$ cat src/rtl/core/pcde_pkg.sv
// Shared types and constants for the prefix category difference encoder.
package pcde_pkg;

  localparam int unsigned NumLevels = 4;

  // register indexes on the configuration port
  localparam logic [2:0] REG_LEN0  = 3'd0;
  localparam logic [2:0] REG_LEN1  = 3'd1;
  localparam logic [2:0] REG_LEN2  = 3'd2;
  localparam logic [2:0] REG_LEN3  = 3'd3;
  localparam logic [2:0] REG_BASE0 = 3'd4;
  localparam logic [2:0] REG_BASE1 = 3'd5;
  localparam logic [2:0] REG_BASE2 = 3'd6;
  localparam logic [2:0] REG_BASE3 = 3'd7;

  // register reset values
  localparam logic [3:0] LEN0_RESET  = 4'd1;
  localparam logic [3:0] LEN1_RESET  = 4'd2;
  localparam logic [3:0] LEN2_RESET  = 4'd4;
  localparam logic [3:0] LEN3_RESET  = 4'd8;
  localparam logic [7:0] BASE0_RESET = 8'd0;
  localparam logic [7:0] BASE1_RESET = 8'd2;
  localparam logic [7:0] BASE2_RESET = 8'd6;
  localparam logic [7:0] BASE3_RESET = 8'd22;

  // longest value field; larger length settings saturate here
  localparam logic [3:0] MAX_LEN = 4'd8;

  typedef logic [2:0] pfx_code_t;
  typedef logic [1:0] pfx_size_t;

  localparam pfx_code_t PFX_CODE [NumLevels] = '{3'b000, 3'b010, 3'b110, 3'b111};
  localparam pfx_size_t PFX_SIZE [NumLevels] = '{2'd1, 2'd2, 2'd3, 2'd3};

  // one result waiting on the output side
  typedef struct packed {
    logic [7:0] packed_byte;
    logic       final_byte;
    logic       no_category;
  } res_t;

endpackage

$ cat src/rtl/core/prefix_category_diff_encoder_unit.sv
// Top level of the prefix category difference encoder with its output queue.
//
//  channel  | direction | transfer contents
//  ---------+-----------+-------------------------------------------------
//  s_axis   | in        | tdata = diff[7:0], tlast = end_of_block
//  m_axis   | out       | tdata = packed_byte, tlast = final_byte,
//           |           | tuser = no_category
//  cfg      | in        | cfg_we / cfg_addr / cfg_data, one register a cycle
//
// An item is encoded in the cycle it is taken and its results (zero to three)
// land in a three-entry result queue; the queue drains one result a cycle
// unless the output stalls. A new item is taken whenever the queue will be
// empty at the clock edge, so items producing at most one result flow at one
// per cycle likewise; otherwise the next item waits until one result is left.
// rst clears the bit accumulator and queue and resets the category registers.
// An output stall holds the queue head; input waits until the queue drains.
module prefix_category_diff_encoder_unit
  import pcde_pkg::*;
(
  input  logic       clk,
  input  logic       rst,
  input  logic       s_axis_tvalid,
  output logic       s_axis_tready,
  input  logic [7:0] s_axis_tdata,   // [7:0] diff
  input  logic       s_axis_tlast,
  output logic       m_axis_tvalid,
  input  logic       m_axis_tready,
  output logic [7:0] m_axis_tdata,   // [7:0] packed_byte
  output logic       m_axis_tlast,
  output logic       m_axis_tuser,   // [0] no_category
  input  logic       cfg_we,
  input  logic [2:0] cfg_addr,
  input  logic [7:0] cfg_data
);

  logic [3:0] len_level  [NumLevels];
  logic [7:0] base_level [NumLevels];

  logic [6:0] pending_bits;
  logic [2:0] pending_count;
  logic [6:0] pending_bits_next;
  logic [2:0] pending_count_next;

  res_t       res_q [3];
  logic [1:0] res_cnt;

  logic       in_xfer;
  logic       out_xfer;

  // encode
  logic                 neg;
  logic [8:0]           mag;
  logic [8:0]           rel   [NumLevels];
  logic [3:0]           eff_len [NumLevels];
  logic [NumLevels-1:0] fit;
  logic                 dropped;
  logic [1:0]           sel;
  logic [3:0]           vlen;
  logic [7:0]           val;
  logic [10:0]          body;
  logic [11:0]          code;
  logic [3:0]           nl;
  logic [18:0]          acc;
  logic [4:0]           total;
  logic [23:0]          aligned;
  logic [1:0]           nbytes;
  logic [2:0]           rem;
  logic [7:0]           rem_mask;
  logic [7:0]           flush_byte;
  res_t                 res_new [3];
  logic [1:0]           k;

  assign in_xfer  = s_axis_tvalid && s_axis_tready;
  assign out_xfer = m_axis_tvalid && m_axis_tready;

  assign s_axis_tready = (res_cnt == 2'd0) || ((res_cnt == 2'd1) && m_axis_tready);

  assign neg = s_axis_tdata[7];
  assign mag = neg ? (9'd256 - {1'b0, s_axis_tdata}) : {1'b0, s_axis_tdata};

  always_comb begin
    for (int i = 0; i < NumLevels; i++) begin
      eff_len[i] = (len_level[i] > MAX_LEN) ? MAX_LEN : len_level[i];
      rel[i]     = mag - {1'b0, base_level[i]};
      fit[i]     = (mag >= {1'b0, base_level[i]}) && ((rel[i] >> eff_len[i]) == 9'd0);
    end
  end

  // first matching category wins
  always_comb begin
    dropped = 1'b0;
    sel     = 2'd3;
    if (fit[0]) begin
      sel = 2'd0;
    end else if (fit[1]) begin
      sel = 2'd1;
    end else if (fit[2]) begin
      sel = 2'd2;
    end else if (!fit[3]) begin
      dropped = 1'b1;
    end
  end

  always_comb begin
    vlen = eff_len[sel];
    val  = rel[sel][7:0];
    body = (11'(PFX_CODE[sel]) << vlen) | {3'b000, val};
    code = {body, neg};
    nl   = dropped ? 4'd0 : (4'(PFX_SIZE[sel]) + vlen + 4'd1);
    acc  = (19'(pending_bits) << nl) | (dropped ? 19'd0 : {7'd0, code});
    total   = {2'b00, pending_count} + {1'b0, nl};
    aligned = {5'd0, acc} << (5'd24 - total);
    nbytes  = total[4:3];
    rem     = total[2:0];
    rem_mask = (8'd1 << rem) - 8'd1;
    case (nbytes)
      2'd0:    flush_byte = aligned[23:16];
      2'd1:    flush_byte = aligned[15:8];
      2'd2:    flush_byte = aligned[7:0];
      default: flush_byte = 8'd0;
    endcase
  end

  // list the item's results in order
  always_comb begin
    for (int j = 0; j < 3; j++) begin
      res_new[j] = '0;
    end
    k = 2'd0;
    if (dropped) begin
      res_new[k].no_category = 1'b1;
      k = k + 2'd1;
    end
    if (nbytes >= 2'd1) begin
      res_new[k].packed_byte = aligned[23:16];
      k = k + 2'd1;
    end
    if (nbytes >= 2'd2) begin
      res_new[k].packed_byte = aligned[15:8];
      k = k + 2'd1;
    end
    if (s_axis_tlast) begin
      if (rem != 3'd0) begin
        res_new[k].packed_byte = flush_byte;
        res_new[k].final_byte  = 1'b1;
        k = k + 2'd1;
      end else if (nbytes != 2'd0 && !dropped) begin
        res_new[k - 2'd1].final_byte = 1'b1;
      end
    end
  end

  always_comb begin
    if (s_axis_tlast) begin
      pending_bits_next  = 7'd0;
      pending_count_next = 3'd0;
    end else begin
      pending_bits_next  = acc[6:0] & rem_mask[6:0];
      pending_count_next = rem;
    end
  end

  always_ff @(posedge clk) begin
    if (rst) begin
      pending_bits  <= 7'd0;
      pending_count <= 3'd0;
    end else if (in_xfer) begin
      pending_bits  <= pending_bits_next;
      pending_count <= pending_count_next;
    end
  end

  // result queue; head in slot 0
  always_ff @(posedge clk) begin
    if (rst) begin
      res_cnt <= 2'd0;
    end else if (in_xfer) begin
      res_cnt <= k;
    end else if (out_xfer) begin
      res_cnt <= res_cnt - 2'd1;
    end
  end

  always_ff @(posedge clk) begin
    if (in_xfer) begin
      res_q <= res_new;
    end else if (out_xfer) begin
      res_q[0] <= res_q[1];
      res_q[1] <= res_q[2];
    end
  end

  assign m_axis_tvalid = (res_cnt != 2'd0);
  assign m_axis_tdata  = res_q[0].packed_byte;
  assign m_axis_tlast  = res_q[0].final_byte;
  assign m_axis_tuser  = res_q[0].no_category;

  always_ff @(posedge clk) begin
    if (rst) begin
      len_level[0]  <= LEN0_RESET;
      len_level[1]  <= LEN1_RESET;
      len_level[2]  <= LEN2_RESET;
      len_level[3]  <= LEN3_RESET;
      base_level[0] <= BASE0_RESET;
      base_level[1] <= BASE1_RESET;
      base_level[2] <= BASE2_RESET;
      base_level[3] <= BASE3_RESET;
    end else if (cfg_we) begin
      case (cfg_addr)
        REG_LEN0:  len_level[0]  <= cfg_data[3:0];
        REG_LEN1:  len_level[1]  <= cfg_data[3:0];
        REG_LEN2:  len_level[2]  <= cfg_data[3:0];
        REG_LEN3:  len_level[3]  <= cfg_data[3:0];
        REG_BASE0: base_level[0] <= cfg_data;
        REG_BASE1: base_level[1] <= cfg_data;
        REG_BASE2: base_level[2] <= cfg_data;
        REG_BASE3: base_level[3] <= cfg_data;
        default: ;
      endcase
    end
  end

  // valid implies a non-empty queue; the queue never holds more than one item's worth of results
  assert property (@(posedge clk) disable iff (rst) res_cnt != 2'd0 || !m_axis_tvalid)
    else $error("result valid with empty queue");

  assert property (@(posedge clk) disable iff (rst)
    (in_xfer && s_axis_tlast) |=> (pending_count == 3'd0 && pending_bits == 7'd0))
    else $error("accumulator not flushed after end of block");

  assert property (@(posedge clk) disable iff (rst)
    (pending_bits >> pending_count) == 7'd0)
    else $error("stale bits above pending count");

  assert property (@(posedge clk) disable iff (rst)
    (m_axis_tvalid && m_axis_tuser) |-> (m_axis_tdata == 8'd0 && !m_axis_tlast))
    else $error("dropped item carries data");

  assert property (@(posedge clk) disable iff (rst)
    (in_xfer && !s_axis_tlast && dropped) |=> $stable(pending_count))
    else $error("dropped item changed the accumulator");

endmodule

$ cat config.mk
export PLATFORM = sky130hd
export DESIGN_NAME = prefix_category_diff_encoder_unit
export DESIGN_NICKNAME = d
export VERILOG_FILES = /design/src/rtl/core/pcde_pkg.sv /design/src/rtl/core/prefix_category_diff_encoder_unit.sv
export SDC_FILE = /design/constraint.sdc
export NUM_CORES = 1
export LEC_CHECK = 0
export BUFFER_PORTS_ARGS = -buffer_cell sky130_fd_sc_hd__clkbuf_2
export CAP_MARGIN = 20
export CORE_MARGIN = 8
export CORE_UTILIZATION = 50
export DETAILED_ROUTE_END_ITERATION = 8
export GPL_TIMING_DRIVEN = 0
export PLACE_DENSITY = 0.65
export REMOVE_ABC_BUFFERS = 1
export SYNTH_ARGS = -nofsm -noshare
export SYNTH_HDL_FRONTEND = slang
export SYNTH_SLANG_ARGS = --single-unit
export TNS_END_PERCENT = 1
$ cat constraint.sdc
create_clock -name clk -period 28.7 [get_ports clk]
set_input_delay 8.61 -clock clk [delete_from_list [all_inputs] [get_ports clk]]
set_output_delay 8.61 -clock clk [all_outputs]
set_load 0.05 [all_outputs]
==> results.yml, run 1 <==
critical_path:
  cp_slowest_stage_delay_ns: 0.98
  start_kind: "input port"
  worstPathMaxFanout: 36
  crit_slowest_cell: "ha_1"
  endpoint_kind: "flop"
  crit_type: "in2reg"
  worst_ep_required_time_ns: 28.80
  crit_arrival_ns: 19.55
  crit_top_cell: "ha_1"
grt:
  first_global_vias: 9783
  grtUsageTotal_pct: 25.5
  grt.overflow.total: 0
  grt_max_degree: 37
  grt_pass1_wl_um: 53500
  antenna_found_initial: 0
power_and_ir_drop:
  p_sw_mw: 0.413
  seq_power_share_pct: 22.2
  power.leakage_nw: 4.18
  power.density_nw_per_um2: 73.0
  p_int_mw: 0.388
  pwr-share-comb_pct: 62.8
  swShare_pct: 51.5
  peakVddDrop_mv: 0.0316
  total_power_mw: 0.801
  power.share.clock_pct: 15.0
route:
  via_per_inst: 6.62
  wirelength_um: 33900
  vias: 10400
  drc_errors: 0
  drt_pre_antenna_iters: 5
  dr.first_iter.drc_count: 885
  routedWlPerCell_um: 21.6
  ant_nets: 0
clock_tree:
  clkSinkCount: 88
  worstSkewPairLatency_ns: 0.36
  ctsHoldBuffers: 0
  numCtsBuffers: 9
  cts_max_level: 3
  cts_resized: 0
  post_cts_buffers: 0
  clock_path_buffers: 2
  clk_pin_slew_ns: 0.07
  cts_tree: "yes"
  cts-root-buf: "clkbuf_16"
final_layout:
  area_delta_synth_final_pct: 4.78
  antenna_cells: 0
  final_area_um2: 11000
  finalNetCount: 1377
  nFillCells: 2031
  drive_gt1_share_pct: 9.81
  finish.utilization_pct: 52.7
  stdcell_count: 1569
yosys:
  synth_edf_count: 76
  synth_top_area_cell: "edfxtp_1"
  synth_common_cells: "nor2_1, nand2_1, a21oi_1"
  yosysTopAreaCellShare_pct: 21.8
  async_reset_ff_share_pct: 0
  ys_warn_count: 0
  netlist_area_um2: 10500
  ys_ff_latch: 88
  yosys-top-cells-area: "edfxtp_1, ha_1, nor2_1, a21oi_1, nand2_1"
  synth_cells: 1316
  synth_cell_types: 114
  synth.most_common_cell: "nor2_1"
  synthFlopType: "edfxtp_1"
  synth.avg_cell_area_um2: 7.96
  yosysSeqAreaShare_pct: 24.1
die:
  rows: 53
  die_area_um2: 25800
  ioPinCount: 37
  die_h_um: 161
  die-width_um: 161
  initial_core_util_pct: 50.3
  core_area_um2: 20800
place:
  hpwlAfterDp_um: 26100
  port_buffers: 36
  placed_cell_area_um2: 10600
  dp_cells: 1550
  gp_congestion: 0.976
timing:
  rsz0062_at_grt: "no"
  worst_pin_slew_ns: 1.07
  tns_ns: 0
  period_needed_ns: 19.46
  fin_crit_sh_pct: 67.8
  skew_ns: 0.0123
  slew_headroom_pct: 28.8
  final-hold-violation-count: 0
  timing.fmax_mhz: 51.4
  final-setup-viol-count: 0
  slew_violations: 0
flow_run:
  maxCapViolations: 0
min_path:
  min_path_type: "reg2reg"
outcome:
  status: "finished clean"
-- kinds of logic (layout without fill, tap and decap cells) --
logic type | after synthesis | after routing | share of synthesized area, %
simple gates | 498 | 498 | 24.1
compound gates | 448 | 448 | 30.9
buf+inv | 155 | 133 | 6.58
flops | 88 | 88 | 24.1
fa+ha+maj | 63 | 63 | 7.96
xor+xnor | 33 | 33 | 2.90
mux | 31 | 31 | 3.49
-- layout by cell type (no fill, tap or decap), types with 11 or more instances in the layout --
master | netlist | routed
ha_1 | 57 | 57
and2_1 | 48 | 48
xnor2_1 | 23 | 23
nor3_1 | 36 | 36
nor2_1 | 132 | 132
a21oi_1 | 91 | 91
a21o_1 | 14 | 14
a211oi_1 | 34 | 34
o21a_1 | 11 | 11
mux2i_1 | 23 | 23
clkbuf_2 | 2 | 36
inv_1 | 73 | 73
or3_1 | 15 | 15
o211ai_1 | 26 | 26
nand2b_1 | 19 | 19
edfxtp_1 | 76 | 76
a22oi_1 | 11 | 11
dfxtp_1 | 12 | 12
nor2b_1 | 20 | 20
o21ai_0 | 67 | 67
nand2_1 | 111 | 111
nand4_1 | 17 | 17
o22ai_1 | 26 | 26
nand3_1 | 34 | 34
-- worst paths after layout --
kind,slack (ns),cells after the start,from,end
worst max-delay path,9.24,33,s_axis_tdata[0],res_q[4]
worst min-delay path,0.50,2,pending_count[0],pending_count[0]
worst max register to register,18.47,28,base_level[0][5],res_q[4]
worst min register to register,0.50,2,pending_count[0],pending_count[0]
-- power by group through the flow --
stage | registers [mW] | clock network (mW) | logic, mW
after floorplan | 0.203 | 0 | 0.332
after global placement | 0.180 | 0 | 0.481
after detailed placement | 0.181 | 0 | 0.482
after CTS | 0.178 | 0.122 | 0.485
after global routing | 0.180 | 0.126 | 0.544
final | 0.178 | 0.120 | 0.503
-- cell type report --
| cell class | count | area [µm²] | share of cell area (%) |
|---|---|---|---|
| clock inverter | 7 | 73.8 | 0.673 |
| sequential | 88 | 2520 | 23.0 |
| multi-input combinational | 1073 | 7270 | 66.2 |
| timing repair buffer | 40 | 250 | 2.28 |
| clock buffer | 9 | 225 | 2.05 |
| tap | 275 | 344 | 3.14 |
| inverter | 77 | 290 | 2.65 |
-- state kept, by name (all words and copies together), names as in the netlist --
signal,cells
base_level,32
len_level,16
m_axis_tdata,8
m_axis_tlast,1
m_axis_tuser,1
pending_bits,7
pending_count,3
res_cnt,2
res_q,18
-- per-stage QoR --
step                hold slack (ns)  setup WS, ns
finish                        0.502          9.24
global route                  0.530          8.70
CTS                           0.507          9.48
detailed placement            0.490          9.14
global placement              0.478          8.97
floorplan                     0.454         11.09
-- metal layers --
layer | track usage (%) | share of wire, %
met5 | 0 | 0
met4 | 10.7 | 4.2
met3 | 3.07 | 6.6
met2 | 44.7 | 50
met1 | 31.0 | 40
-- critical path, delay by kind of cell --
kind,cells,cell delay [ns]
compound gates,12,3.05
simple gates,7,1.26
buf+inv,5,1.53
fa+ha+maj,6,2.93
mux,1,0.66
xor+xnor,2,1.47
(Power assumes the default switching activity.)
==> run 2, diff against run 1 <==
--- a/config.mk
+++ b/config.mk
@@ -11,7 +11,7 @@
 export CORE_UTILIZATION = 50
 export DETAILED_ROUTE_END_ITERATION = 8
 export GPL_TIMING_DRIVEN = 0
-export PLACE_DENSITY = 0.65
+export PLACE_DENSITY = 0.67
 export REMOVE_ABC_BUFFERS = 1
 export SYNTH_ARGS = -nofsm -noshare
 export SYNTH_HDL_FRONTEND = slang
==> constraint.sdc (replaced) <==
create_clock -name clk -period 16.4 [get_ports clk]
set_input_delay 4.92 -clock clk [delete_from_list [all_inputs] [get_ports clk]]
set_output_delay 4.92 -clock clk [all_outputs]
set_load 0.05 [all_outputs]
==> results.yml, run 2 (synthesized netlist as in run 1, its figures left out) <==
die:
  rows: 53
  ioPinCount: 37
  die-width_um: 161
  initial_core_util_pct: 50.3
  core_area_um2: 20800
  die_h_um: 161
  die_area_um2: 25800
final_layout:
  area_delta_synth_final_pct: 4.72
  largest-register: "base_level"
  largest_reg_flops: 32
  nFillCells: 2006
  drive_gt1_share_pct: 9.74
  reg_top3: "base_level (32), res_q (18), len_level (16)"
  multiInputGateArea_um2: 7270
  regArea_um2: 2520
  final_area_um2: 11000
  finalNetCount: 1376
  antenna_cells: 0
  final_common_cell: "nor2_1"
  most-common-layout-cells: "nor2_1, nand2_1, a21oi_1, edfxtp_1, inv_1"
grt:
  grt.overflow.total: 0
  grt_max_degree: 37
  antenna_found_initial: 0
  grtUsageTotal_pct: 25.0
  grt_pass1_wl_um: 52400
  first_global_vias: 9735
timing:
  tns_ns: 0
  final-hold-violation-count: 0
  final-setup-viol-count: 0
  slew_violations: 0
  rsz0062_at_grt: "no"
  fin_crit_sh_pct: 94.6
  slew_headroom_pct: 29.7
  worst_pin_slew_ns: 1.05
  timing.fmax_mhz: 64.5
  setup_slack_ns: 0.891
  skew_ns: 0.00971
  period_needed_ns: 15.51
route:
  dr.first_iter.drc_count: 1100
  drc_errors: 0
  drt_pre_antenna_iters: 5
  wirelength_um: 33100
  routedWlPerCell_um: 21.1
  vias: 10300
  ant_nets: 0
  via_per_inst: 6.59
power_and_ir_drop:
  power.leakage_nw: 4.18
  peakVddDrop_mv: 0.0617
  power.density_nw_per_um2: 128
clock_tree:
  cts_max_level: 3
  clock_path_buffers: 2
  clkSinkCount: 88
  post_cts_buffers: 0
  cts_resized: 0
  worstSkewPairLatency_ns: 0.35
  cts_tree: "yes"
  numCtsBuffers: 9
  clk_pin_slew_ns: 0.07
  cts-root-buf: "clkbuf_16"
  ctsHoldBuffers: 0
place:
  pre_cts_ws_ns: 0.643
  gp_congestion: 1.00
  hpwlAfterDp_um: 25500
  placed_cell_area_um2: 10600
  port_buffers: 36
critical_path:
  start_kind: "input port"
  regToRegSetupSlack_ns: 6.43
  worst_r2r_path_depth: 28
  crit_slowest_cell: "ha_1"
  crit_arrival_ns: 15.61
  cp_slowest_stage_delay_ns: 0.97
  crit_start: "s_axis_tdata[0]"
  timing.rr.end: "res_q[4]"
  crit_type: "in2reg"
  reg2reg_from: "base_level[1][0]"
  endpoint_kind: "flop"
  worst_ep_required_time_ns: 16.50
  worstPathMaxFanout: 36
  critPathCapture: "res_q[4]"
outcome:
  status: "finished clean"
flow_run:
  maxCapViolations: 0
min_path:
  min_path_type: "reg2reg"
[run 2: cell types whose count changed in the layout (fill, tap and decap cells not counted), sizes merged]
cell | before | now
clkinv | 2 | 4
clkinvlp | 2 | 0
buf | 4 | 3
bufinv | 0 | 1
inv | 80 | 79
[run 2: metal layers]
metal  vias to the layer above  track usage, %  wire, µm
met5                         -               0         0
met4                         0            14.1      1770
met3                        95            3.61      1740
met2                       410            42.7     16000
met1                      4912            29.6     13600
li1                       4923               -         -
[run 2: how the worst min path moves through the flow]
stage | from | to | slack (ns) | depth (start not counted)
final | pending_count[2] | pending_count[2] | 0.50 | 2
after floorplan | pending_bits[2] | pending_bits[2] | 0.45 | 2
after detailed placement | pending_count[2] | pending_count[2] | 0.49 | 2
after global routing | res_cnt[1] | res_cnt[1] | 0.54 | 2
after global placement | pending_count[0] | pending_count[0] | 0.48 | 2
after CTS | pending_count[2] | pending_count[2] | 0.51 | 2
[run 2: metrics by stage]
stage                     hold slack, ns  utilization (%)  cells  power, mW
after global placement             0.477             50.9   1549       1.15
final                              0.503             52.7   1568       1.40
after global routing               0.541             52.7   1568       1.49
after CTS                          0.505             52.5   1566       1.38
after floorplan                    0.454                -   1238      0.936
after detailed placement           0.489             51.1   1550       1.16
[run 2: worst max-delay path: cells and delay by family]
family | cells | cell delay [ns]
xor+xnor | 1 | 0.68
simple gates | 7 | 1.69
fa+ha+maj | 6 | 2.93
buf+inv | 5 | 1.41
mux | 1 | 0.64
compound gates | 13 | 3.32
[run 2: area by class of cell]
class,count,share of cell area [%]
Clock buffer,9,2.05
Clock inverter,7,0.684
Inverter,77,2.65
Multi-Input combinational cell,1073,66.3
Sequential cell,88,23.0
Tap cell,275,3.14
Timing Repair Buffer,39,2.21
[run 2: power by group]
| part | switching, mW | internal [mW] | leakage [nW] |
|---|---|---|---|
| clock network | 0.0946 | 0.120 | 0.151 |
| logic | 0.600 | 0.277 | 3.19 |
| registers | 0.0159 | 0.295 | 0.843 |
| total | 0.711 | 0.691 | 4.18 |
